$ cat src/sv/clipped_gradient_rect_fill_core_assert.svh
// assertion macros for the clipped gradient rectangle fill core
`ifndef CLIPPED_GRADIENT_RECT_FILL_CORE_ASSERT_SVH
`define CLIPPED_GRADIENT_RECT_FILL_CORE_ASSERT_SVH
`ifndef SYNTH
// same-cycle implication, checked on every rising edge out of reset
`define CGRF_ASSERT_IMP(label, ante, cons) \
  label: assert property (@(posedge clk) disable iff (!rst_n) (ante) |-> (cons)) \
    else $error("cgrf assertion failed");
// next-cycle implication
`define CGRF_ASSERT_NXT(label, ante, cons) \
  label: assert property (@(posedge clk) disable iff (!rst_n) (ante) |=> (cons)) \
    else $error("cgrf assertion failed");
`else
`define CGRF_ASSERT_IMP(label, ante, cons)
`define CGRF_ASSERT_NXT(label, ante, cons)
`endif
`endif

$ cat src/sv/cgrf_pkg.sv
// shared constants and types of the clipped gradient rectangle fill core
package cgrf_pkg;

  localparam int unsigned MAX_SURFACE_DIM = 4096;

  localparam int unsigned DIM_W     = 13;
  localparam int unsigned COORD_W   = 16;
  localparam int unsigned STRIDE_W  = 16;
  localparam int unsigned OFFSET_W  = 28;
  localparam int unsigned COLOR_W   = 32;
  localparam int unsigned BLEND_W   = 32;
  localparam int unsigned CFG_IDX_W = 3;
  localparam int unsigned CFG_DAT_W = 32;
  localparam int unsigned CHAN_W    = 8;
  localparam int unsigned CHAN_N    = 4;

  localparam logic [CHAN_W-1:0] CHAN_MAX = 8'd255;

  localparam logic ACT_START   = 1'b0;
  localparam logic ACT_ADVANCE = 1'b1;

  typedef enum logic [CFG_IDX_W-1:0] {
    CFG_SURFACE_WIDTH  = 3'd0,
    CFG_SURFACE_HEIGHT = 3'd1,
    CFG_ROW_STRIDE     = 3'd2,
    CFG_COLOR_START    = 3'd3,
    CFG_COLOR_END      = 3'd4,
    CFG_BLEND_ORIGIN   = 3'd5,
    CFG_BLEND_STEP_X   = 3'd6,
    CFG_BLEND_STEP_Y   = 3'd7
  } cfg_idx_t;

  // clipped rectangle, right and bottom edges exclusive
  typedef struct packed {
    logic             empty;
    logic [DIM_W-1:0] x0;
    logic [DIM_W-1:0] x1;
    logic [DIM_W-1:0] y0;
    logic [DIM_W-1:0] y1;
  } clip_t;

endpackage

$ cat src/sv/cgrf_clip.sv
// clips a start rectangle against the saturated surface size
module cgrf_clip import cgrf_pkg::*; (
  input  logic [COORD_W-1:0] rect_x,
  input  logic [COORD_W-1:0] rect_y,
  input  logic [COORD_W-1:0] rect_width,
  input  logic [COORD_W-1:0] rect_height,
  input  logic [DIM_W-1:0]   surf_w,
  input  logic [DIM_W-1:0]   surf_h,
  output clip_t              clip
);

  localparam int unsigned EXT_W = COORD_W + 2;

  logic [DIM_W-1:0]        sw;
  logic [DIM_W-1:0]        sh;
  logic signed [EXT_W-1:0] rx_s;
  logic signed [EXT_W-1:0] ry_s;
  logic signed [EXT_W-1:0] ex_s;
  logic signed [EXT_W-1:0] ey_s;
  logic signed [EXT_W-1:0] sw_s;
  logic signed [EXT_W-1:0] sh_s;
  logic signed [EXT_W-1:0] x0_s;
  logic signed [EXT_W-1:0] y0_s;
  logic signed [EXT_W-1:0] x1_s;
  logic signed [EXT_W-1:0] y1_s;

  // oversized surface dims saturate
  assign sw = ({1'b0, surf_w} > (DIM_W+1)'(MAX_SURFACE_DIM)) ? DIM_W'(MAX_SURFACE_DIM) : surf_w;
  assign sh = ({1'b0, surf_h} > (DIM_W+1)'(MAX_SURFACE_DIM)) ? DIM_W'(MAX_SURFACE_DIM) : surf_h;

  assign rx_s = $signed({{(EXT_W-COORD_W){rect_x[COORD_W-1]}}, rect_x});
  assign ry_s = $signed({{(EXT_W-COORD_W){rect_y[COORD_W-1]}}, rect_y});
  assign ex_s = rx_s + $signed({{(EXT_W-COORD_W){1'b0}}, rect_width});
  assign ey_s = ry_s + $signed({{(EXT_W-COORD_W){1'b0}}, rect_height});
  assign sw_s = $signed({{(EXT_W-DIM_W){1'b0}}, sw});
  assign sh_s = $signed({{(EXT_W-DIM_W){1'b0}}, sh});

  assign x0_s = rect_x[COORD_W-1] ? '0 : rx_s;
  assign y0_s = rect_y[COORD_W-1] ? '0 : ry_s;
  assign x1_s = (ex_s < sw_s) ? ex_s : sw_s;
  assign y1_s = (ey_s < sh_s) ? ey_s : sh_s;

  always_comb begin
    clip.empty = (x1_s <= x0_s) || (y1_s <= y0_s);
    clip.x0    = x0_s[DIM_W-1:0];
    clip.x1    = x1_s[DIM_W-1:0];
    clip.y0    = y0_s[DIM_W-1:0];
    clip.y1    = y1_s[DIM_W-1:0];
  end

endmodule

$ cat config.mk
export PLATFORM = sky130hd
export DESIGN_NAME = cgrf_clip
export DESIGN_NICKNAME = d
export VERILOG_FILES = /design/src/sv/clipped_gradient_rect_fill_core_assert.svh /design/src/sv/cgrf_pkg.sv /design/src/sv/cgrf_clip.sv
export SDC_FILE = /design/constraint.sdc
export NUM_CORES = 1
export LEC_CHECK = 0
export CAP_MARGIN = 30
export CORE_ASPECT_RATIO = 1.75
export CORE_MARGIN = 2
export CORE_UTILIZATION = 56
export DETAILED_ROUTE_END_ITERATION = 7
export DONT_BUFFER_PORTS = 1
export GPL_ROUTABILITY_DRIVEN = 0
export PLACE_DENSITY = 0.71
export RECOVER_POWER = 25
export SLEW_MARGIN = 20
export SYNTH_ARGS = -nofsm -noshare
export SYNTH_HDL_FRONTEND = slang
export SYNTH_SLANG_ARGS = --single-unit
$ cat constraint.sdc
create_clock -name vclk -period 6.4
set_input_delay 0.32 -clock vclk [all_inputs]
set_output_delay 0.32 -clock vclk [all_outputs]
set_load 0.005 [all_outputs]
Word level (Yosys, flattened, before mapping)
Cells that the tools add are included.
{"block": "word_totals", "register_bits": 0, "in_bits": 90, "output_inout_bits": 53, "elab_cells": 15}
{"block": "classes", "add_sub_neg": 2, "order_cmp": 6, "n_mux": 6, "reduce_logical": 1}
{"operator": "16-bit by 17-bit adder with 18-bit output", "n": 2}
{"operator": "18-bit by 16-bit less-or-equal comparator with 1-bit output", "n": 2}
{"operator": "18-bit by 14-bit less-than comparator with 1-bit output", "n": 2}
{"operator": "18-bit 2-to-1 mux", "n": 2}
{"operator": "15-bit 2-to-1 mux", "n": 2}
{"operator": "13-bit > comparator, second input constant", "n": 2}
{"operator": "13-bit 2-to-1 mux", "n": 2}
{"operator": "1-bit logical OR", "n": 1}

Longest topological paths before layout
Gate-level depths: netlist (run 1).
{"block": "logic_depth", "word_depth": 6, "mapped_depth": 29, "mapped_depth_nobuf": 27}

Worst setup path after synthesis (run 1)
OpenSTA, ideal clock, no wires.
{"block": "synth_path", "kind": "in2out", "from": "input port rect_y[0]", "to": "output port clip[52] (netlist bit)", "arrival_ps": 5482, "required_ps": 6080, "slack_ps": 598, "cell_stages": 27, "path_buffers": 2, "cell_sequence": "ha_1 -> fa_1 -> a211oi_1 -> o21ai_0 -> xor2_1 -> ha_1 -> a21o_1 -> a211oi_1 -> nor2_1 -> a2111oi_0 -> o32ai_1 -> a21oi_1 -> nand4_1 -> ha_1 -> buf_1 -> inv_1 -> clkbuf_1 -> nand2_1 -> o21ai_0 -> ha_1 -> a21o_1 -> a21oi_1 -> maj3_2 -> o21a_1 -> a21o_1 -> a21oi_1 -> o22ai_1"}
{"item": "start: declaration", "line_no": "cgrf_clip.sv:4", "rtl": "input logic [COORD_W-1:0] rect_y,"}
{"item": "end: declaration", "line_no": "cgrf_clip.sv:9", "rtl": "output clip_t clip"}

==> reports/results.ini, run 1 <==
[power]
p_leak_uw = 0.00187
vdd_drop_max_uv = 81.9
pwr-share-seq_pct = 0
clkPwrFrac_pct = 0
p_per_area_nw_per_um2 = 142
comb_power_share_pct = 100.0
p_sw_share_pct = 57.6
p_sw_uw = 301
p_int_uw = 221

[routing]
num_vias = 3622
drtIter0Drc = 138
drc = 0
detail-route-antenna-nets = 0
routed_via_density = 6.31
first_pass_iters = 5
drt-total-wl_mm = 10.1
wl_per_cell_um = 17.7

[final_layout]
area_delta_synth_final_pct = 4.27
fin_util_pct = 59.8
nClkBuffers = 0
diodes = 0
fin_nets = 676
drive_gt1_share_pct = 6.28
design.seq.count = 0
fill_cells = 598
ff_latch_area_sq_um = 0

[timing]
holdWs_ns = 0.691
finalHoldViolCount = 0
slew_viol_final = 0
setup_ws_ns = 0.378
rsz0062_at_grt = false
layout_min_cycle_time_ns = 6.02
setup_viol = 0
relSlewSlack_pct = 63.6
worst_slew_pin_slew_ns = 0.546
min_period_over_period_pct = 94.1
max_freq_mhz = 166
tns_ns = 0

[logic_synthesis]
syn_area_per_cell_sq_um = 7.11
yosysTopAreaCell = ha_1
yosysMostFrequentCell = ha_1
ys_warn_count = 0
yosys-top-cells-count = ha_1, nand2_1, inv_1
syn_nets = 675
ys_seq_area_share_pct = 0
syn-instance-count = 495
yosys.area.top_type_share_pct = 31.3
ys_top_cells_by_area = ha_1, nand2_1, a21o_1
yosysUniqueCellTypes = 61
synth_area_sq_um = 3520

[floorplan]
rows = 38
start_util_pct = 57.4
dieArea_sq_um = 6960
die-height_um = 109
io_pins = 143
die_w_um = 63.9
core_region_area_sq_um = 6130

[place]
dp_hpwl_mm = 8.85
place_ws_ns = 0.102
port_buffers = 0

[worst_setup_path]
cp-start-kind = primary input
critPathRequiredTime_ns = 6.08
cpPeakStageDelay_ns = 0.45
arrival_ns = 5.70
cp-end-kind = output port
cp_slowest_cell = a2111oi_1
crit_fanout = 11
cp_cell_sequence = ha_1 -> o21a_1 -> a21oi_1 -> a211o_2 -> o21ai_2 -> a21o_1 -> a21oi_1 -> xnor2_1 -> ha_1 -> a2111oi_2 -> nand2_1 -> o21ai_0 -> nand4_1 -> ha_1 -> clkinvlp_4 -> o21ai_1 -> ha_1 -> a21o_1 -> a21o_1 -> a21oi_1 -> o211ai_1 -> a2111oi_1 -> nor4_1 -> o22ai_1
crit_top_cell = ha_1
crit_type = primary input to output port

[worst_hold_path]
min_to = clip[39]
worst_hold_startpoint = rect_x[15]
hp-class = primary input to output port
whs_path_depth = 1

[grt]
antenna_found_initial = 0
overflow = 0
grt.total_usage_pct = 28.0
grt_pass1_vias = 3593
grt_first_pass_wirelength_mm = 15.7
grt_max_degree = 22

[job]
cap_violations = 0

[clock_network]
postCtsSetupBuffers = 0

[run_status]
status = complete, no violations

==> worst max path at each step <==
stage	endpoint	from	slack [ns]
after floorplan	clip[52]	rect_y[0]	0.60
after global placement	clip[52]	rect_x[0]	0.09
after detailed placement	clip[52]	rect_x[0]	0.10
after CTS	clip[52]	rect_x[0]	0.08
after global routing	clip[52]	rect_x[2]	0.03
final	clip[52]	rect_x[2]	0.38
==> kinds of logic after synthesis <==
kind of cell,share of synthesized area (%)
AO/OA/AOI/OAI,29.8
XOR/XNOR,7.22
adder cells (fa/ha/maj),32.8
buffers and inverters,5.55
multiplexers,1.46
AND/OR/NAND/NOR,23.3
==> layout make-up <==
class / instances / area (sq um) / share of cell area (%)
inverter: 41 / 158 / 4.30
multi-input combinational: 443 / 3340 / 90.9
tap: 80 / 100 / 2.73
timing repair buffer: 9 / 67.6 / 1.84
timing repair inverter: 1 / 7.51 / 0.205
==> cells in the final DEF (no fill, tap or decap), drive strengths merged, types with 17 or more instances in the layout <==
| cell type | synthesis | final |
|---|---|---|
| a21o | 26 | 26 |
| a21oi | 35 | 35 |
| ha | 88 | 88 |
| inv | 41 | 40 |
| nand2 | 60 | 60 |
| nand2b | 20 | 20 |
| nor2 | 33 | 33 |
| o21ai | 36 | 36 |
| xnor2 | 17 | 17 |
==> per-stage QoR <==
stage | cell area [sq um] | instances | total power (uW)
global route | 3670 | 574 | 588
floorplan | 3520 | 495 | 388
finish | 3670 | 574 | 522
CTS | 3640 | 573 | 510
detailed placement | 3640 | 573 | 506
global placement | 3640 | 573 | 496
==> power groups by stage <==
stage	registers [uW]	clock network (uW)	logic, uW
after detailed placement	0	0	506
final	0	0	522
after floorplan	0	0	388
after global placement	0	0	496
after CTS	0	0	510
after global routing	0	0	588
==> routing by layer <==
layer  global-route usage (%)  vias up  share of wire, %
met5                        0        -                 0
met4                     12.4        0               5.1
met3                     2.89       36               4.4
met2                     60.3      141                57
met1                     24.7     1642                33
li1                         -     1803                 -
==> timing repair <==
item                                    4_1_cts  5_1_grt
endpoints found under the setup margin        0        1
hold buffers                                  0        0
resized for setup                             0        8
==> worst max-delay path: cells and delay by family <==
family                     cells  cell delay (ns)
AOI/OAI and AO/OA             15             3.25
adders and majority gates      4             1.35
and+or+nand+nor                3             0.30
buffers and inverters          1             0.26
xor gates and xnor gates       1             0.21
No activity file was read; power rests on OpenSTA's default activity.
==> inputs of run 2 (changes only) <==
--- a/config.mk
+++ b/config.mk
@@ -12,7 +12,7 @@
 export DETAILED_ROUTE_END_ITERATION = 7
 export DONT_BUFFER_PORTS = 1
 export GPL_ROUTABILITY_DRIVEN = 0
-export PLACE_DENSITY = 0.71
+export PLACE_DENSITY_LB_ADDON = 0.1
 export RECOVER_POWER = 25
 export SLEW_MARGIN = 20
 export SYNTH_ARGS = -nofsm -noshare
==> reports/results.ini, run 2 (same netlist as run 1, synthesis figures left out) <==
[run_status]
status = complete, no violations

[worst_setup_path]
cp_cell_sequence = ha_1 -> o21a_1 -> a21oi_1 -> a211o_2 -> o21ai_2 -> a21o_1 -> a21oi_1 -> xnor2_1 -> ha_1 -> a2111oi_2 -> nand2_1 -> o21ai_0 -> nand4_1 -> ha_4 -> clkinvlp_2 -> nand2_1 -> o21ai_0 -> ha_1 -> a21o_1 -> a21oi_1 -> o211ai_1 -> a2111oi_1 -> nor4_1 -> o22ai_1
crit_type = primary input to output port
critPathRequiredTime_ns = 6.08  ; about the same
path_buf_inv = 1  ; unchanged
arrival_ns = 5.67  ; -0.03 ns
path_delay_family = compound AO/OA/AOI/OAI gates
cpPeakStageDelay_ns = 0.46  ; about the same
cp-end-kind = output port
cp-start-kind = primary input
crit_fanout = 10  ; -1
cp_slowest_cell = a2111oi_1
startpoint = rect_x[2]

[final_layout]
design.seq.count = 0  ; unchanged
ff_latch_area_sq_um = 0  ; unchanged
multiInputGateArea_sq_um = 3350  ; +0.41%
nClkBuffers = 0  ; unchanged
area_delta_synth_final_pct = 4.30  ; about the same
fin_area_sq_um = 3670  ; about the same
drive_gt1_share_pct = 6.29  ; +0.013 points
final_cell_mix = ha_1, nand2_1, inv_1, a21oi_1, o21ai_0
instances_no_fill = 573  ; -0.17%
fill_cells = 613  ; +2.5%
final_common_cell = ha_1
diodes = 0  ; unchanged
fin_nets = 675  ; -0.15%

[floorplan]
rows = 38  ; unchanged
dieArea_sq_um = 6960  ; unchanged
io_pins = 143  ; unchanged
die_w_um = 63.9  ; unchanged
die-height_um = 109  ; unchanged
start_util_pct = 57.4  ; unchanged
core_region_area_sq_um = 6130  ; unchanged

[timing]
max_freq_mhz = 167  ; +0.46%
worst_slew_pin_slew_ns = 0.536  ; -0.00920 ns
slew_viol_final = 0  ; unchanged
min_period_over_period_pct = 93.7  ; -0.43 points
setup_viol = 0  ; unchanged
rsz0062_at_grt = false
relSlewSlack_pct = 63.9  ; +0.28 points
setup_ws_ns = 0.405  ; +0.0276 ns
layout_min_cycle_time_ns = 5.99  ; -0.0276 ns
finalHoldViolCount = 0  ; unchanged

[routing]
drc = 0  ; unchanged
routed_via_density = 6.42  ; +1.7%
first_pass_iters = 4  ; -1
detail-route-antenna-nets = 0  ; unchanged
drt-total-wl_mm = 10.5  ; +3.7%
drtIter0Drc = 176  ; +28%
wl_per_cell_um = 18.4  ; +3.9%
num_vias = 3677  ; +1.5%

[grt]
antenna_found_initial = 0  ; unchanged
grt_first_pass_wirelength_mm = 16.3  ; +3.5%
grt_max_degree = 22  ; unchanged
grt.total_usage_pct = 29.0  ; +0.96 points
overflow = 0  ; unchanged
grt_pass1_vias = 3658  ; +1.8%

[place]
place_ws_ns = -0.00311  ; -0.105 ns
placed_cell_area_sq_um = 3630  ; -0.41%
dp_cells = 571  ; -0.35%
dp_hpwl_mm = 9.12  ; +3.1%
port_buffers = 0  ; unchanged

[power]
p_leak_uw = 0.00186  ; -0.47%
p_per_area_nw_per_um2 = 144  ; +1.6%
vdd_drop_max_uv = 88.7  ; +8.3%

[worst_hold_path]
min_to = clip[39]
hp-class = primary input to output port
worst_hold_startpoint = rect_x[15]
whs_path_depth = 1  ; unchanged

[job]
cap_violations = 0  ; unchanged

[clock_network]
hold_buffers = 0  ; unchanged
postCtsSetupBuffers = 0  ; unchanged

## run 2: cell types whose count changed in the layout (fill, tap and decap cells not counted), sizes merged
cell,previous run,this run
clkinvlp,2,3
buf,9,7
## run 2: what timing repair did
item	in CTS	in global routing
gates cloned	1	1
setup endpoints to repair	1	1
resized for setup	2	6
## run 2: power by group
group	switching, uW	internal (uW)
Combinational	308	222
Clock	0	0
Sequential	0	0
## run 2: metal layers
metal | routed length [um] | GRT usage [%] | part of all wire, %
met3 | 494 | 2.58 | 4.7
met5 | 0 | 0 | 0
met4 | 440 | 10.4 | 4.2
met1 | 3540 | 26.4 | 34
met2 | 6060 | 62.8 | 58
## run 2: final cells by class
type                       instances  area share [%]
multi-input combinational        443            91.3
inverter                          41            4.30
tap                               80            2.73
timing repair inverter             2           0.273
timing repair buffer               7            1.43
## run 2: how the worst max path moves through the flow
stage                    end  cells past startpoint
global placement    clip[52]                     22
detailed placement  clip[52]                     24
CTS                 clip[52]                     24
finish              clip[52]                     24
global route        clip[52]                     24
floorplan           clip[52]                     27
## run 2: per-stage QoR
stage	TNS [ns]	power, uW	utilization (%)	hold WS [ns]
after global routing	0	598	59.8	0.692
after floorplan	0	388	-	0.680
final	0	530	59.8	0.692
after detailed placement	-0.00311	510	59.2	0.690
after CTS	0	517	59.4	0.690
after global placement	0	502	59.2	0.691
