## config.mk

```make
export PLATFORM = sky130hd
export DESIGN_NAME = cgrf_mix
export DESIGN_NICKNAME = d
export VERILOG_FILES = /design/src/sv/clipped_gradient_rect_fill_core_assert.svh /design/src/sv/cgrf_pkg.sv /design/src/sv/cgrf_mix.sv
export SDC_FILE = /design/constraint.sdc
export NUM_CORES = 1
export LEC_CHECK = 0
export BUFFER_PORTS_ARGS = -buffer_cell sky130_fd_sc_hd__buf_2
export CORE_MARGIN = 5
export CORE_UTILIZATION = 30
export DETAILED_ROUTE_END_ITERATION = 8
export GPL_ROUTABILITY_DRIVEN = 0
export PLACE_DENSITY = 0.46
export SYNTH_ARGS = -nofsm -noshare
export SYNTH_HDL_FRONTEND = slang
export SYNTH_SLANG_ARGS = --single-unit
```

## constraint.sdc

```tcl
create_clock -name vclk -period 16.5
set_clock_uncertainty 0.05 [all_clocks]
set_input_delay 4.95 -clock vclk [all_inputs]
set_output_delay 4.95 -clock vclk [all_outputs]
set_load 0.1 [all_outputs]
```

## src/sv/clipped_gradient_rect_fill_core_assert.svh

```systemverilog
// assertion macros for the clipped gradient rectangle fill core
`ifndef CLIPPED_GRADIENT_RECT_FILL_CORE_ASSERT_SVH
`define CLIPPED_GRADIENT_RECT_FILL_CORE_ASSERT_SVH
`ifndef SYNTH
// same-cycle implication, checked on every rising edge out of reset
`define CGRF_ASSERT_IMP(label, ante, cons) \
  label: assert property (@(posedge clk) disable iff (!rst_n) (ante) |-> (cons)) \
    else $error("cgrf assertion failed");
// next-cycle implication
`define CGRF_ASSERT_NXT(label, ante, cons) \
  label: assert property (@(posedge clk) disable iff (!rst_n) (ante) |=> (cons)) \
    else $error("cgrf assertion failed");
`else
`define CGRF_ASSERT_IMP(label, ante, cons)
`define CGRF_ASSERT_NXT(label, ante, cons)
`endif
`endif

```

## src/sv/cgrf_pkg.sv

```systemverilog
// shared constants and types of the clipped gradient rectangle fill core
package cgrf_pkg;

  localparam int unsigned MAX_SURFACE_DIM = 4096;

  localparam int unsigned DIM_W     = 13;
  localparam int unsigned COORD_W   = 16;
  localparam int unsigned STRIDE_W  = 16;
  localparam int unsigned OFFSET_W  = 28;
  localparam int unsigned COLOR_W   = 32;
  localparam int unsigned BLEND_W   = 32;
  localparam int unsigned CFG_IDX_W = 3;
  localparam int unsigned CFG_DAT_W = 32;
  localparam int unsigned CHAN_W    = 8;
  localparam int unsigned CHAN_N    = 4;

  localparam logic [CHAN_W-1:0] CHAN_MAX = 8'd255;

  localparam logic ACT_START   = 1'b0;
  localparam logic ACT_ADVANCE = 1'b1;

  typedef enum logic [CFG_IDX_W-1:0] {
    CFG_SURFACE_WIDTH  = 3'd0,
    CFG_SURFACE_HEIGHT = 3'd1,
    CFG_ROW_STRIDE     = 3'd2,
    CFG_COLOR_START    = 3'd3,
    CFG_COLOR_END      = 3'd4,
    CFG_BLEND_ORIGIN   = 3'd5,
    CFG_BLEND_STEP_X   = 3'd6,
    CFG_BLEND_STEP_Y   = 3'd7
  } cfg_idx_t;

  // clipped rectangle, right and bottom edges exclusive
  typedef struct packed {
    logic             empty;
    logic [DIM_W-1:0] x0;
    logic [DIM_W-1:0] x1;
    logic [DIM_W-1:0] y0;
    logic [DIM_W-1:0] y1;
  } clip_t;

endpackage

```

## src/sv/cgrf_mix.sv

```systemverilog
// gradient factor from the q16.16 blend value and per-channel colour mix
module cgrf_mix import cgrf_pkg::*; (
  input  logic [BLEND_W-1:0] blend,
  input  logic [COLOR_W-1:0] color_a,
  input  logic [COLOR_W-1:0] color_b,
  output logic [COLOR_W-1:0] pixel
);

  logic [CHAN_W-1:0]            f;
  logic [CHAN_W-1:0]            g;
  logic [3*CHAN_W-1:0]          scaled;
  logic [2*CHAN_W-1:0]          lane [CHAN_N];

  // blend * 255 as shift and subtract on the fraction
  assign scaled = {blend[15:0], {CHAN_W{1'b0}}} - {{CHAN_W{1'b0}}, blend[15:0]};

  always_comb begin
    if (blend[BLEND_W-1]) begin
      f = '0;
    end else if (blend[BLEND_W-2:16] != '0) begin
      f = CHAN_MAX;
    end else begin
      f = scaled[3*CHAN_W-1:2*CHAN_W];
    end
  end

  assign g = CHAN_MAX - f;

  always_comb begin
    for (int ch = 0; ch < CHAN_N; ch++) begin
      lane[ch] = (2*CHAN_W)'(color_a[ch*CHAN_W +: CHAN_W]) * (2*CHAN_W)'(g)
               + (2*CHAN_W)'(color_b[ch*CHAN_W +: CHAN_W]) * (2*CHAN_W)'(f);
      pixel[ch*CHAN_W +: CHAN_W] = lane[ch][2*CHAN_W-1:CHAN_W];
    end
  end

endmodule

```

-- After elaboration in Yosys (flattened, before gate mapping)
Cells that the tools add are included.
- output and inout bits: 32
- word-level logic and storage cells: 17
- input bits: 96
- flip-flop bits (word level): 0
- add/sub/neg operators: 6
- muxes and demuxes: 2
- $mul: 8
- reduce and logical (&&, ||, !) cells: 1
- operator list (cell ; number):
    multiplier 8 x 8 -> 16 bit ; 8
    adder 16 bit ; 4
    subtractor 24 x 16 -> 24 bit ; 1
    2-to-1 mux 8 bit ; 2
    nonzero test 15 bit ; 1
    subtractor 8 bit (first input constant) ; 1

-- Logic depth before layout (Yosys ltp)
Gate-level depths: netlist of the first run.
- word-level depth: 6
- depth in mapped cells: 30
- mapped depth without buffers: 27

-- Worst setup path after synthesis of the first run
No wires, ideal clock.
- path kind: input -> output
- from: in blend[14]
- to: out pixel[13]
- arrival time: 14.904 ns
- setup slack: -3.404 ns
- cell stages on the path: 25
- required time: 11.500 ns
- buffers on the path: 2
- path through: clkbuf_1 > inv_1 > ha_1 > a21o_1 > a211o_1 > nor4_1 > a21boi_4 > nand2_1 > clkbuf_1 > o311a_1 > fa_1 > fa_1 > inv_1 > fa_1 > fa_1 > fa_1 > inv_1 > fa_1 > inv_1 > ha_1 > o21a_1 > o21ai_0 > nor3_1 > nor2_1 > o311ai_0
- cells in the longest elaborated chain, start to end: 6
- RTL lines (item ; line ; RTL):
    from (decl) ; cgrf_mix.sv:3 ; input logic [BLEND_W-1:0] blend,
    subtractor 24 x 16 -> 24 bit (*) ; cgrf_mix.sv:15 ; assign scaled = {blend[15:0], {CHAN_W{1'b0}}} - {{CHAN_W{1'b0}}, blend[15:0]};
    2-to-1 mux 8 bit (*) ; cgrf_mix.sv:20 ; end else if (blend[BLEND_W-2:16] != '0) begin
    2-to-1 mux 8 bit (*) ; cgrf_mix.sv:18 ; if (blend[BLEND_W-1]) begin
    subtractor 8 bit ; cgrf_mix.sv:27 ; assign g = CHAN_MAX - f;
    multiplier 8 x 8 -> 16 bit ; cgrf_mix.sv:31 ; lane[ch] = (2*CHAN_W)'(color_a[ch*CHAN_W +: CHAN_W]) * (2*CHAN_W)'(g)
    adder 16 bit (*) ; cgrf_mix.sv:32 ; + (2*CHAN_W)'(color_b[ch*CHAN_W +: CHAN_W]) * (2*CHAN_W)'(f);
    to (decl) ; cgrf_mix.sv:6 ; output logic [COLOR_W-1:0] pixel
Mark *: on every way between the ends. The rest lies on a longest branch, timed or not.

-- Worst setup path after layout of the first run
- from: in blend[14]
- to: out pixel[31]
The elaborated chain is that of the path after synthesis.

==> flow_metrics.env, run 1 <==
export IMPL_portBuffers=128
export IMPL_crit_end="pixel[31]"
export IMPL_yosys_area_top_type="fa_1"
export IMPL_drt_wl_total_mm=73.01
export IMPL_min_path_type="in -> out"
export IMPL_die_area_um2=69780
export IMPL_cp_top_family="adder cells"
export IMPL_dpl_worst_slack_ps=-749.7
export IMPL_synthCells=2354
export IMPL_layout_setup_ws_ps=-469.2
export IMPL_relSlewSlack=0.6007
export IMPL_grt_pass1_wl_mm=113.4
export IMPL_grt_usage=0.2039
export IMPL_grt_overflow=0
export IMPL_drtAntennaViolNets=0
export IMPL_tightest_slew_ps=598.9
export IMPL_drv_slew=0
export IMPL_crit_cells=28
export IMPL_synthTopCellsByArea="fa_1, ha_1, inv_1, nand3_1, clkbuf_1"
export IMPL_crit_arrival_ps=11970
export IMPL_cpMaxStageDelayCell="fa_1"
export IMPL_cap_violations=0
export IMPL_fin_nets=3422
export IMPL_die_w_um=264.2
export IMPL_finalHoldViolations=0
export IMPL_register_area_um2=0
export IMPL_drcViolationCount=0
export IMPL_seq_cells=0
export IMPL_avgSynthCellArea_um2=8.233
export IMPL_drt_initial_drc_count=1416
export IMPL_ys_seq_area_frac=0
export IMPL_ys_warn_count=0
export IMPL_syn_to_final_growth_pct=35.72
export IMPL_initial_core_util=0.3017
export IMPL_synth_nets=3078
export IMPL_path_class="in -> out"
export IMPL_end_kind="primary output"
export IMPL_netlist_area_um2=19380
export IMPL_cpMostUsedCell="fa_1"
export IMPL_violations="negative setup slack"
export IMPL_rsz0062_at_grt="true"
export IMPL_required_ps=11500
export IMPL_num_rows=93
export IMPL_cp_start_kind="primary input"
export IMPL_pin_count=128
export IMPL_yosysUniqueCellTypes=59
export IMPL_stdcell_count=3553
export IMPL_grt_pass1_vias=19573
export IMPL_wl_per_cell_um=20.55
export IMPL_max_freq_mhz=58.93
export IMPL_status="finished, violations left"
export IMPL_via_per_inst=5.218
export IMPL_dpl_cell_count=3483
export IMPL_die_y_um=264.2
export IMPL_n_clock_buffer=0
export IMPL_cp_max_fo=6
export IMPL_max_stage_delay_ps=540
export IMPL_synth_top_cell_area_share=0.3925
export IMPL_ctsHoldBuffers=0
export IMPL_drt_pre_antenna_iters=5
export IMPL_min_period_ps=16970
export IMPL_critPathLaunch="blend[14]"
export IMPL_core_area_um2=64230
export IMPL_finalCritPeriodShare=1.028
export IMPL_dp_hpwl_mm=59.83
export IMPL_fillers=6398
export IMPL_setup_viol=25
export IMPL_path_buf_inv=10
export IMPL_grt_max_degree=87
export IMPL_drive_gt1_frac=0.2737
export IMPL_vias=18539
export IMPL_antenna_found_initial=5
per-layer routing:
metal	track usage	vias up	part of all wire
met5	0	-	0.00029
met4	0.05357	4	0.031
met3	0.02170	121	0.064
met2	0.3584	698	0.50
met1	0.2685	9368	0.40
li1	-	8348	-
cell families (layout without fill, tap and decap cells):
group / after synthesis / in the layout / share of synthesized area
adder cells (fa/ha/maj): 628 / 628 / 0.5527
AO/OA/AOI/OAI: 406 / 407 / 0.1488
XOR/XNOR: 46 / 46 / 0.02079
other: 0 / 2 / 0
AND/OR/NAND/NOR: 560 / 560 / 0.1385
buffers and inverters: 713 / 1054 / 0.1388
multiplexers: 1 / 1 / 0.0005165
cell type report:
class | count | area (µm²) | share of cell area
Multi-Input combinational cell | 1642 | 18560 | 0.7055
Antenna cell | 2 | 5.005 | 0.0001903
Timing Repair Buffer | 507 | 4592 | 0.1746
Tap cell | 855 | 1070 | 0.04067
Inverter | 547 | 2078 | 0.07901
layout by cell type, fill, tap and decap left out, drive strengths merged, types with 4 or more instances in the layout:
cell       n
nor2b     10
nor2     112
xnor2     36
a2111oi    6
o21a      15
a211oi    14
nand2    134
nor4       8
fa       380
o31ai     30
a41o      20
a21oi     70
o21bai     6
inv      546
and2      31
a31o       4
o211a      8
o311a      6
o31a      14
and3      13
buf      504
a41oi     19
o2111ai   24
a21boi    18
a21o      24
xor2      10
o211ai    20
nand3    107
nor3      73
ha       248
or3       18
o21ai     73
or2        6
nand4     41
a31oi     24
cell usage after synthesis (15+ instances only):
library cell and n:
o31ai_1 29, a41o_1 20, a21o_1 24, nand4_1 41, and2_1 31, inv_1 545, o21ai_0 72, ha_1 248
nand3_1 107, a31oi_1 23, a41oi_1 19, fa_1 380, a21boi_0 16, nor2_1 112, o2111ai_1 24, o21a_1 15
nand2_1 134, nor3_1 72, o211ai_1 20, a21oi_1 69, clkbuf_1 140, or3_1 18, buf_1 15, xnor2_1 36
metrics by stage:
step	TNS [ps]	cell area, µm²	utilization	hold slack (ps)
4_1_cts	-5905	25390	0.3954	11160
3_5_place_dp	-12530	24280	0.3780	11150
6_report	-6833	26300	0.4095	11150
2_1_floorplan	-6835	20240	-	10900
3_3_place_gp	-12100	24280	0.3780	11160
5_1_grt	-12780	26300	0.4095	11230
worst min-delay path by stage:
stage	startpoint	endpoint	slack, ps	cells after the start
2_1_floorplan	color_a[15]	pixel[15]	10900	6
3_3_place_gp	color_a[7]	pixel[7]	11160	7
3_5_place_dp	color_a[7]	pixel[7]	11150	7
4_1_cts	color_a[7]	pixel[7]	11160	7
5_1_grt	color_a[7]	pixel[7]	11230	7
6_report	color_a[7]	pixel[7]	11150	7
what timing repair did:
action,4_1_cts,5_1_grt
pin swaps,57,77
resized for setup,151,149
setup buffers,34,34
endpoints found under the setup margin,29,30
gates cloned,4,1
endpoints found under the hold margin,0,0
Power of run 1 is left out: the tool's default activity adds up to more than one toggle a clock period on the data nets, which glitch-free logic cannot reach.
==> inputs of run 2 (changes only) <==
--- a/config.mk
+++ b/config.mk
@@ -7,10 +7,10 @@
 export LEC_CHECK = 0
 export BUFFER_PORTS_ARGS = -buffer_cell sky130_fd_sc_hd__buf_2
 export CORE_MARGIN = 5
-export CORE_UTILIZATION = 30
+export CORE_UTILIZATION = 35
 export DETAILED_ROUTE_END_ITERATION = 8
 export GPL_ROUTABILITY_DRIVEN = 0
-export PLACE_DENSITY = 0.46
+export PLACE_DENSITY = 0.52
 export SYNTH_ARGS = -nofsm -noshare
 export SYNTH_HDL_FRONTEND = slang
 export SYNTH_SLANG_ARGS = --single-unit
==> constraint.sdc (replaced) <==
create_clock -name vclk -period 16.5
set_clock_uncertainty 0.05 [all_clocks]
set_input_delay 4.95 -clock vclk [all_inputs]
set_output_delay 4.95 -clock vclk [all_outputs]
set_load 0.01 [all_outputs]
==> flow_metrics.env, run 2 (synthesis results as in run 1) <==
export IMPL_initial_core_util=0.3525
export IMPL_via_per_inst=5.372
export IMPL_rsz0062_at_grt="true"
export IMPL_num_rows=86
export IMPL_layout_common_cells="inv_1, fa_1, buf_4"
export IMPL_finalCritPeriodShare=1.013
export IMPL_layout_setup_ws_ps=-211.2
export IMPL_power_density_nw_per_um2=216.8
export IMPL_drt_wl_total_mm=69.37
export IMPL_required_ps=11500
export IMPL_drt_initial_drc_count=1480
export IMPL_violations="negative setup slack"
export IMPL_die_area_um2=60180
export IMPL_grt_pass1_vias=19302
export IMPL_register_area_um2=0
export IMPL_fin_nets=3415
export IMPL_wl_per_cell_um=20.15
export IMPL_grt_pass1_wl_mm=108.8
export IMPL_drtAntennaViolNets=0
export IMPL_tightest_slew_ps=666.7
export IMPL_setup_viol=16
export IMPL_die_w_um=245.3
export IMPL_drcViolationCount=0
export IMPL_cap_violations=0
export IMPL_crit_arrival_ps=11710
export IMPL_die_y_um=245.3
export IMPL_drt_pre_antenna_iters=5
export IMPL_drv_slew=0
export IMPL_min_period_ps=16710
export IMPL_antenna_found_initial=6
export IMPL_grt_overflow=0
export IMPL_seq_cells=0
export IMPL_relSlewSlack=0.5529
export IMPL_placed_area_um2=23100
export IMPL_portBuffers=128
export IMPL_dp_hpwl_mm=57.19
export IMPL_drive_gt1_frac=0.2633
export IMPL_n_clock_buffer=0
export IMPL_ctsHoldBuffers=0
export IMPL_fin_area_um2=25090
export IMPL_power_leakage_uw=0.01264
export IMPL_core_area_um2=54990
export IMPL_totalPowerFinal_uw=5438
export IMPL_grt_max_degree=65
export IMPL_path_class="in -> out"
export IMPL_pin_count=128
export IMPL_end_kind="primary output"
export IMPL_cp_start_kind="primary input"
export IMPL_final_common_cell="inv_1"
export IMPL_syn_to_final_growth_pct=29.44
export IMPL_max_freq_mhz=59.84
export IMPL_status="finished, violations left"
export IMPL_cp_max_fo=5
export IMPL_irDropWorstVdd_mv=0.6202
export IMPL_min_path_type="in -> out"
export IMPL_stdcell_count=3442
export IMPL_fin_util=0.4562
export IMPL_vias=18489
export IMPL_dpl_cell_count=3363
export IMPL_grt_usage=0.2276
export IMPL_finalSetupTns_ps=-1477
export IMPL_fillers=5427
export IMPL_finalHoldViolations=0
[run 2: changes by cell type in the layout (fill, tap and decap cells not counted), moves of 7 or more]
cell and change:
buf_4 -13, buf_12 -27, xor2_4 -8, buf_2 +35
xnor2_1 +17, xor2_1 +7, o21ai_0 -7, xnor2_4 -13
[run 2: cell type report]
class	instances	area, µm²	share of cell area
diodes	5	12.51	0.0004988
inverters	547	2064	0.08230
well taps	748	935.9	0.03731
repair buffers	501	4080	0.1627
multi-input cells	1641	17990	0.7172
[run 2: per-layer routing]
layer	vias to the layer above	part of all wire	global-route usage
met5	-	0.00035	0
met4	4	0.039	0.07178
met3	157	0.069	0.03130
met2	747	0.50	0.3975
met1	9255	0.40	0.2928
li1	8326	-	-
[run 2: metrics by stage]
step / hold slack, ps / setup WS [ps]
after detailed placement: 11050 / -652.3
final: 11010 / -211.2
after global placement: 11040 / -615.2
after floorplan: 10660 / -9.112
after CTS: 11060 / -186.1
after global routing: 11120 / -466.1
[run 2: path summary, 6_finish.rpt]
path,from,endpoint,slack [ps],cells past startpoint
hold / removal,color_a[7],pixel[7],11010,7
setup / recovery,blend[14],pixel[23],-210,28
[run 2: repair_timing]
item	in CTS	in global routing
endpoints found under the setup margin	27	29
resized for setup	148	137
gates cloned	1	1
setup buffers	53	21
pin swaps	80	79
[run 2: worst max-delay path, cell delays in order]
cell       delay, ps
buf_12           120
inv_8             60
ha_4             190
buf_4            130
and3_2           280
buf_4            190
buf_4            150
a2111oi_4        460
a21o_1           230
buf_6            170
nor3_1            70
fa_1             520
inv_1             60
fa_1             550
inv_2             40
fa_1             550
fa_2             440
fa_1             520
inv_2             40
fa_1             510
inv_2             50
ha_4             230
or2_4            260
a21oi_4          160
o31ai_4          100
and4_1           160
or3_4            360
buf_6            130
[run 2: where the power goes]
part           internal [µW]  switching (µW)
Clock              0.0000406               0
Sequential                 0               0
Combinational           2690            2750
Total                   2690            2750
(Power assumes the default switching activity.)
==> inputs of run 3 (changes only) <==
--- a/config.mk
+++ b/config.mk
@@ -5,12 +5,12 @@
 export SDC_FILE = /design/constraint.sdc
 export NUM_CORES = 1
 export LEC_CHECK = 0
-export BUFFER_PORTS_ARGS = -buffer_cell sky130_fd_sc_hd__buf_2
 export CORE_MARGIN = 5
 export CORE_UTILIZATION = 35
 export DETAILED_ROUTE_END_ITERATION = 8
-export GPL_ROUTABILITY_DRIVEN = 0
-export PLACE_DENSITY = 0.52
+export DONT_BUFFER_PORTS = 1
+export GPL_ROUTABILITY_DRIVEN = 1
+export PLACE_DENSITY = 0.5
 export SYNTH_ARGS = -nofsm -noshare
 export SYNTH_HDL_FRONTEND = slang
 export SYNTH_SLANG_ARGS = --single-unit
==> flow_metrics.env, run 3 (synthesis results as in run 1) <==
export IMPL_status="finished, violations left"
export IMPL_violations="negative setup slack"
export IMPL_grt_pass1_vias=18479
export IMPL_fin_nets=3222
export IMPL_max_freq_mhz=60.25
export IMPL_grt_max_degree=126
export IMPL_num_rows=86
export IMPL_end_kind="primary output"
export IMPL_drive_gt1_frac=0.1923
export IMPL_finalCritPeriodShare=1.006
export IMPL_drt_initial_drc_count=1334
export IMPL_die_w_um=245.3
export IMPL_rsz0062_at_grt="true"
export IMPL_fin_util=0.4328
export IMPL_seq_cells=0
export IMPL_finalHoldViolations=0
export IMPL_final_common_cell="inv_1"
export IMPL_dp_hpwl_mm=55.88
export IMPL_path_class="in -> out"
export IMPL_pin_count=128
export IMPL_drv_slew=0
export IMPL_cpMostUsedCell="fa_1"
export IMPL_cp_start_kind="primary input"
export IMPL_syn_to_final_growth_pct=22.78
export IMPL_min_path_type="in -> out"
export IMPL_power_leakage_uw=0.01186
export IMPL_ctsHoldBuffers=0
export IMPL_tightest_slew_ps=755.1
export IMPL_setup_viol=7
export IMPL_die_area_um2=60180
export IMPL_diodes=0
export IMPL_stdcell_count=3244
export IMPL_via_per_inst=5.461
export IMPL_min_period_ps=16600
export IMPL_core_area_um2=54990
export IMPL_irDropWorstVdd_mv=0.7151
export IMPL_max_stage_delay_ps=530
export IMPL_cp_max_fo=37
export IMPL_drt_wl_total_mm=69.85
export IMPL_grt_overflow=0
export IMPL_grt_pass1_wl_mm=107.1
export IMPL_layout_setup_ws_ps=-97.53
export IMPL_initial_core_util=0.3525
export IMPL_gp_congestion=0.9085
export IMPL_layout_common_cells="inv_1, fa_1, buf_4"
export IMPL_wl_per_cell_um=21.53
export IMPL_drcViolationCount=0
export IMPL_totalPowerFinal_uw=5550
export IMPL_cpMaxStageDelayCell="fa_2"
export IMPL_relSlewSlack=0.4966
export IMPL_register_area_um2=0
export IMPL_power_density_nw_per_um2=233.2
export IMPL_crit_arrival_ps=11600
export IMPL_dpl_cell_count=3184
export IMPL_n_clock_buffer=0
export IMPL_portBuffers=0
export IMPL_required_ps=11500
export IMPL_antenna_found_initial=0
export IMPL_drtAntennaViolNets=0
export IMPL_grt_usage=0.2258
export IMPL_die_y_um=245.3
export IMPL_vias=17715
export IMPL_drt_pre_antenna_iters=6
export IMPL_cap_violations=0
## run 3: cell types whose count changed in the layout (fill, tap and decap cells not counted), moves of 7 or more
cell / change
a21oi_1: +8
buf_2: -123
buf_4: -60
buf_6: -14
inv_1: +8
inv_2: -8
xnor2_1: -7
xnor2_2: +7
## run 3: layout make-up
class / count / area, µm²
fill: 5521 / 31190
inverter: 547 / 2072
multi-input combinational: 1643 / 17880
tap: 748 / 935.9
timing repair buffer: 306 / 2912
## run 3: final timing paths
path / cells past startpoint / end / start
worst max-delay path: 25 / pixel[7] / blend[14]
worst min-delay path: 5 / pixel[7] / color_a[7]
## run 3: power by group
group          internal [µW]  switching, µW
clock network              0              0
logic                   2790           2760
registers                  0              0
## run 3: metrics by stage
step                      worst slack [ps]  area (µm²)  TNS, ps  hold WS [ps]
final                               -97.53       23800   -407.2         10680
after global routing                -298.6       23800    -3623         10770
after CTS                           -62.77       22580   -194.8         10720
after detailed placement            -382.0       22140    -5720         10720
after global placement              -378.2       22140    -5534         10710
after floorplan                     -9.112       19670   -9.784         10660
## run 3: routing by layer
metal	wire (µm)	GRT usage	up-vias
li1	-	-	7947
met4	2305	0.06419	0
met2	34980	0.4004	705
met1	27740	0.2892	8947
met5	0	0	-
met3	4822	0.02967	116
## run 3: timing repair
action,in CTS,in global routing
cloned,0,4
hold endpoints to repair,0,0
setup buffers,17,42
endpoints found under the setup margin,26,29
pin swaps,23,84
resized for setup,60,168
## run 3: worst max-delay path: cells and delay by family
family	cells	cell delay [ps]
compound gates	7	1520
xor+xnor	1	190
fa+ha+maj	8	3270
buf+inv	6	690
simple gates	3	970
